File: src/rtl/core/irt_pkg.sv
`timescale 1ns / 1ps

package irt_pkg;

  typedef enum logic [1:0] {
    ST_ACCEPT  = 2'd0,
    ST_OVERLAP = 2'd1,
    ST_FULL    = 2'd2
  } status_e;

  localparam int unsigned FIELD_WIDTH = 32;

endpackage

File: src/rtl/core/irt_match.sv
`timescale 1ns / 1ps

module irt_match #(
  parameter int unsigned TIME_WIDTH = 32
) (
  input  logic [TIME_WIDTH-1:0] ent_start_i,
  input  logic [TIME_WIDTH-1:0] ent_end_i,
  input  logic [TIME_WIDTH-1:0] req_start_i,
  input  logic [TIME_WIDTH-1:0] req_end_i,
  output logic                  meet_o
);

  logic req_in_ent;
  logic ent_in_req;

  // half-open intervals, unsigned compares
  assign req_in_ent = (ent_start_i <= req_start_i) && (req_start_i < ent_end_i);
  assign ent_in_req = (req_start_i <= ent_start_i) && (ent_start_i < req_end_i);
  assign meet_o     = req_in_ent || ent_in_req;

endmodule

File: src/rtl/core/interval_reservation_table_top.sv
`timescale 1ns / 1ps

// channel  signals                          direction  payload
// in       in_valid_i / in_ready_o          in         req_start_i, req_end_i
// out      out_valid_o / out_ready_i        out        accepted_o, status_o
//
// each item sweeps the single read port of the interval store once, one entry a
// cycle, then the done state decides and appends an accepted request.
// reset clears the entry count and control state; the store itself is not cleared.
// a result waiting in the output register stalls only the decision cycle.
module interval_reservation_table_top #(
  parameter int unsigned CAPACITY   = 64,
  parameter int unsigned TIME_WIDTH = 32
) (
  input  logic                                clk_i,
  input  logic                                rst_ni,
  input  logic                                in_valid_i,
  output logic                                in_ready_o,
  input  logic [irt_pkg::FIELD_WIDTH-1:0]     req_start_i,
  input  logic [irt_pkg::FIELD_WIDTH-1:0]     req_end_i,
  output logic                                out_valid_o,
  input  logic                                out_ready_i,
  output logic                                accepted_o,
  output logic [1:0]                          status_o
);

  localparam int unsigned CW = $clog2(CAPACITY + 1);
  localparam int unsigned AW = (CAPACITY > 1) ? $clog2(CAPACITY) : 1;
  localparam int unsigned EW = 2 * irt_pkg::FIELD_WIDTH + TIME_WIDTH;

  typedef enum logic [2:0] {
    S_IDLE = 3'b001,
    S_SCAN = 3'b010,
    S_DONE = 3'b100
  } state_e;

  state_e state_q, state_d;

  logic [CW-1:0]         count_q, count_d;
  logic [CW-1:0]         rd_idx_q, rd_idx_d;
  logic                  rvld_q;
  logic                  hit_q, hit_d;
  logic [TIME_WIDTH-1:0] req_a_q, req_b_q;
  logic [TIME_WIDTH-1:0] a_in, b_in;
  logic [EW-1:0]         a_ext, b_ext;

  logic [2*TIME_WIDTH-1:0] mem [CAPACITY];
  logic [2*TIME_WIDTH-1:0] rdata_q;

  logic                  issue;
  logic                  meet;
  logic                  out_free;
  logic                  full;
  logic                  wr_en;
  logic                  in_fire;

  logic                  out_valid_q;
  logic                  accepted_q;
  irt_pkg::status_e      status_q;

  // fields are cut to the time width, or zero-extended above 32 bits
  assign a_ext = {{TIME_WIDTH{1'b0}}, {irt_pkg::FIELD_WIDTH{1'b0}}, req_start_i};
  assign b_ext = {{TIME_WIDTH{1'b0}}, {irt_pkg::FIELD_WIDTH{1'b0}}, req_end_i};
  assign a_in  = a_ext[TIME_WIDTH-1:0];
  assign b_in  = b_ext[TIME_WIDTH-1:0];

  assign in_ready_o = (state_q == S_IDLE);
  assign in_fire    = in_valid_i && in_ready_o;
  assign issue      = (state_q == S_SCAN) && (rd_idx_q < count_q);
  assign out_free   = !out_valid_q || out_ready_i;
  assign full       = (count_q == CW'(CAPACITY));
  assign wr_en      = (state_q == S_DONE) && out_free && !hit_q && !full;

  irt_match #(
    .TIME_WIDTH (TIME_WIDTH)
  ) u_match (
    .ent_start_i (rdata_q[2*TIME_WIDTH-1:TIME_WIDTH]),
    .ent_end_i   (rdata_q[TIME_WIDTH-1:0]),
    .req_start_i (req_a_q),
    .req_end_i   (req_b_q),
    .meet_o      (meet)
  );

  always_comb begin
    state_d  = state_q;
    rd_idx_d = rd_idx_q;
    hit_d    = hit_q;
    count_d  = count_q;
    unique case (state_q)
      S_IDLE: begin
        if (in_fire) begin
          rd_idx_d = '0;
          hit_d    = 1'b0;
          state_d  = S_SCAN;
        end
      end
      S_SCAN: begin
        if (issue) begin
          rd_idx_d = rd_idx_q + CW'(1);
        end
        if (rvld_q && meet) begin
          hit_d = 1'b1;
        end
        // nothing left to issue, the last read is compared this cycle
        if (!issue) begin
          state_d = S_DONE;
        end
      end
      S_DONE: begin
        if (out_free) begin
          state_d = S_IDLE;
          if (wr_en) begin
            count_d = count_q + CW'(1);
          end
        end
      end
      default: state_d = S_IDLE;
    endcase
  end

  always_ff @(posedge clk_i or negedge rst_ni) begin
    if (!rst_ni) begin
      state_q     <= S_IDLE;
      count_q     <= '0;
      rd_idx_q    <= '0;
      rvld_q      <= 1'b0;
      hit_q       <= 1'b0;
      out_valid_q <= 1'b0;
    end else begin
      state_q  <= state_d;
      count_q  <= count_d;
      rd_idx_q <= rd_idx_d;
      rvld_q   <= issue;
      hit_q    <= hit_d;
      if (state_q == S_DONE && out_free) begin
        out_valid_q <= 1'b1;
      end else if (out_ready_i) begin
        out_valid_q <= 1'b0;
      end
    end
  end

  always_ff @(posedge clk_i) begin
    if (in_fire) begin
      req_a_q <= a_in;
      req_b_q <= b_in;
    end
    if (state_q == S_DONE && out_free) begin
      accepted_q <= !hit_q && !full;
      if (hit_q) begin
        status_q <= irt_pkg::ST_OVERLAP;
      end else if (full) begin
        status_q <= irt_pkg::ST_FULL;
      end else begin
        status_q <= irt_pkg::ST_ACCEPT;
      end
    end
  end

  // interval store, one write and one registered read port
  always_ff @(posedge clk_i) begin
    if (wr_en) begin
      mem[count_q[AW-1:0]] <= {req_a_q, req_b_q};
    end
    if (issue) begin
      rdata_q <= mem[rd_idx_q[AW-1:0]];
    end
  end

  assign out_valid_o = out_valid_q;
  assign accepted_o  = accepted_q;
  assign status_o    = status_q;

endmodule

File: config.mk
export PLATFORM = sky130hd
export DESIGN_NAME = interval_reservation_table_top
export DESIGN_NICKNAME = d
export VERILOG_FILES = /design/src/rtl/core/irt_pkg.sv /design/src/rtl/core/irt_match.sv /design/src/rtl/core/interval_reservation_table_top.sv
export SDC_FILE = /design/constraint.sdc
export NUM_CORES = 2
export LEC_CHECK = 0
export BUFFER_PORTS_ARGS = -buffer_cell sky130_fd_sc_hd__buf_2
export CORE_ASPECT_RATIO = 0.7
export CORE_UTILIZATION = 45
export DETAILED_ROUTE_END_ITERATION = 8
export PLACE_DENSITY = 0.72
export SLEW_MARGIN = 20
export SYNTH_ARGS = -nofsm -noshare
export SYNTH_HDL_FRONTEND = slang
export SYNTH_SLANG_ARGS = --single-unit
File: constraint.sdc
create_clock -name clk_i -period 7.12 [get_ports clk_i]
set_clock_uncertainty 0.1 [all_clocks]
set_input_delay 0.356 -clock clk_i [delete_from_list [all_inputs] [get_ports clk_i]]
set_output_delay 0.356 -clock clk_i [all_outputs]
set_load 0.03 [all_outputs]
==> metrics.md <==
| Metric | Value |
|---|---|
| Max IR drop VDD | 0.248 mV |
| Layout cells sized above 1 | 0.314 |
| Placed cell area | 170000 sq um |
| Commonest non-fill, non-tap cells in the layout | 4227 x edfxtp_1, 1344 x mux4_2, 370 x clkbuf_16 |
| Reg clk slew, reported paths | 0.06 ns |
| # setup viols final | 0 |
| Final core utilization | 0.508 |
| Minimum clock period | 4.72 ns |
| Clock Tree Buf Depth | 4 |
| Grt total ovfl | 0 |
| Final Hold Vio Count | 0 |
| Die Area | 363000 sq um |
| First-pass DRT Iterations | 9 |
| Area occupied by multi-input gates | 33700 sq um |
| Drt drc | 2 |
| Io pins | 73 |
| Initial drt markers | 12900 |
| P&R area growth vs syn | 12.4% |
| Clk_lat worst skew | 0.91 ns |
| Crit. End Element | flop |
| FF+latch area | 127000 sq um |
| Initial antenna violation count | 16 |
| Cell area after layout | 182000 sq um |
| Outcome | complete, but fails checks |
| Die Width | 720 um |
| Antenna-violating nets left | 0 |
| Kind of critical path | flop to flop |
| TritonCTS clock tree | yes |
| Max Transition Viols Final | 0 |
| Post-CTS sizing | 0 |
| Vias | 76800 |
| Slowest cell on crit path | nand3_1 |
| Leak Pwr | 54.9 nW |
| Wire length per cell | 36.3 um |
| NumNets Final | 7066 |
| RSZ-0062 raised after global routing | false |
| Slew @ Worst Pin | 1.24 ns |
| Setup TNS | 0 ns |
| Core footprint | 359000 sq um |
| CTS buffer count | 365 |
| Syn nets | 6579 |
| WL final | 433000 um |
| Largest net degree at the start of global routing | 129 |
| Total Power | 58.1 mW |
| Buffers on Ports | 72 |
| Max Clock Freq | 212 MHz |
| FF-to-FF Start | count_q[0] |
| Vias in the first global route | 76100 |
| Power per Cell Area | 318 nW/um^2 |
| Cells after Synth | 6408 |
| Sequential share of the synthesized area | 0.785 |
| Post-Syn Area | 162000 sq um |
| Min-delay src | req_end_i[16] |
| Post-synthesis cell type count | 47 |
| Final worst path period share | 0.663 |
| Largest stage delay, worst path | 0.87 ns |
| Die Ht | 504 um |
| Hpwl dp | 234000 um |
| First-pass GRT wire length | 599000 um |
| Total number of yosys warnings | 0 |
| Row count | 184 |
| R2R Path End | mem[50][42] |
| Initial Util | 0.452 |
| Number of flops mapped to enable cells by yosys | 4227 |
| CP Max Fanout | 24 |
| H-Tree Depth | 5 |
| CP required | 7.50 ns |
| Reg2reg path depth | 9 |
| Setup Buffers After CTS | 0 |
| Vias/cell | 6.44 |
| Inst Count DP | 11200 |
| CP startpoint | count_q[0] |
| Max-Cap Viols | 0 |
| Total track usage | 0.236 |
| TritonCTS Sinks | 4247 |
| Primary FF master, synth | edfxtp_1 |
| Hold_buf cts | 85 |
| Flop2flop setup slack | 2.40 ns |
| Syn avg cell area | 25.3 sq um |
| Crit path DAT | 5.10 ns |
| Filler cell count | 26700 |
| Critical path cell sequence | inv_1, ha_1, nand4_1, nor2b_1, nand2_1, nor2_1, nand3_1, nor2_4, buf_4 |
| Most common cell after layout, fill and taps aside | edfxtp_1 |
| Synthesized flop and latch total | 4247 |
| Rel. slew slack | 0.176 |
| Root buffer cell | clkbuf_16 |
| Placer Congestion | 0.874 |
| Critical Path Start Type | flop |
| Post-Layout Cell Count | 11900 |
| Async S/R FF share, synth | 0.00471 |
| Failing checks | design-rule violations |
| HP Class | primary input to flop |
| CP endpoint | mem[50][42] |
[cell usage after synthesis, types with 3 or more instances]
master	number	area share
nand2b_1	7	0.00027
ha_1	103	0.0079
mux2i_1	7	0.00043
inv_1	104	0.0024
o21ai_0	14	0.00043
clkbuf_1	184	0.0043
nor2b_1	4	0.00015
buf_2	99	0.0031
nor3_1	6	0.00019
buf_1	21	0.00049
nand3_1	16	0.00049
mux4_2	1344	0.19
nor2_1	83	0.0019
nand3b_1	3	0.00014
a221oi_1	3	0.00016
a2111oi_0	4	0.00022
a211oi_1	6	0.00028
xnor2_1	6	0.00032
edfxtp_1	4227	0.78
and4_1	5	0.00027
nand4_1	17	0.00066
a21oi_1	43	0.0013
dfrtp_1	19	0.0029
nand2_1	42	0.00097
a21o_1	13	0.00060
[power by group]
group          total, mW  leakage [nW]  switching (mW)  internal, mW
Sequential          29.3          38.3           0.424          28.9
Clock               19.3          5.45            8.92          10.3
Combinational       9.49          11.2            5.39          4.09
[sequential cells by signal, summed over array words and instances, names as in the netlist]
name         cells
accepted_o       1
count_q          7
hit_q            1
mem           4096
out_valid_o      1
rd_idx_q         7
rdata_q         64
req_a_q         32
req_b_q         32
rvld_q           1
state_q          3
status_o         2
[stage by stage]
stage / hold WS, ns / worst slack [ns]
2_1_floorplan: -0.0396 / 0.443
3_3_place_gp: 0.268 / 2.58
3_5_place_dp: 0.274 / 2.62
4_1_cts: 0.00195 / 2.54
5_1_grt: 0.0176 / 2.26
6_report: 0.0494 / 2.40
[area by class of cell]
| cell class | instances | area share |
|---|---|---|
| tap | 4743 | 0.0325 |
| clock inverter | 202 | 0.00893 |
| sequential | 4247 | 0.699 |
| timing repair buffer | 425 | 0.0211 |
| multi-input combinational | 1751 | 0.185 |
| clock buffer | 439 | 0.0522 |
| inverter | 105 | 0.00217 |
| antenna | 4 | 0.0000549 |
[kinds of logic (layout without fill, tap and decap cells)]
logic type,Yosys count,count (layout),share of synthesized area
AOI/OAI and AO/OA,96,96,0.00362
xor gates and xnor gates,6,6,0.000324
adders and majority gates,103,103,0.00794
buffers and inverters,410,1171,0.0103
DFF,4247,4247,0.785
muxes,1352,1352,0.187
other,0,4,0
and+or+nand+nor,194,194,0.00553
[how the worst min path moves through the flow]
stage / to / slack [ns] / cells past startpoint
3_5_place_dp: out_valid_o / 0.27 / 1
4_1_cts: req_b_q[16] / 0.002 / 2
6_report: req_b_q[16] / 0.05 / 2
2_1_floorplan: count_q[0] / -0.04 / 0
3_3_place_gp: out_valid_o / 0.27 / 1
5_1_grt: req_b_q[16] / 0.02 / 2
[metal layers]
metal  vias to the layer above  track usage  share of wire
met5                         -            0        0.00018
met4                        10       0.0769          0.038
met3                       791       0.0670           0.14
met2                      5921        0.342           0.44
met1                     41200        0.347           0.38
li1                      28900            -              -
[worst max-delay path, delay by kind of cell (launching register included)]
family        cells  cell delay [ns]
flops             1             0.53
fa+ha+maj         1             0.24
simple gates      6             2.64
buf+inv           2             0.68
Power figures use the tool's default switching activity.
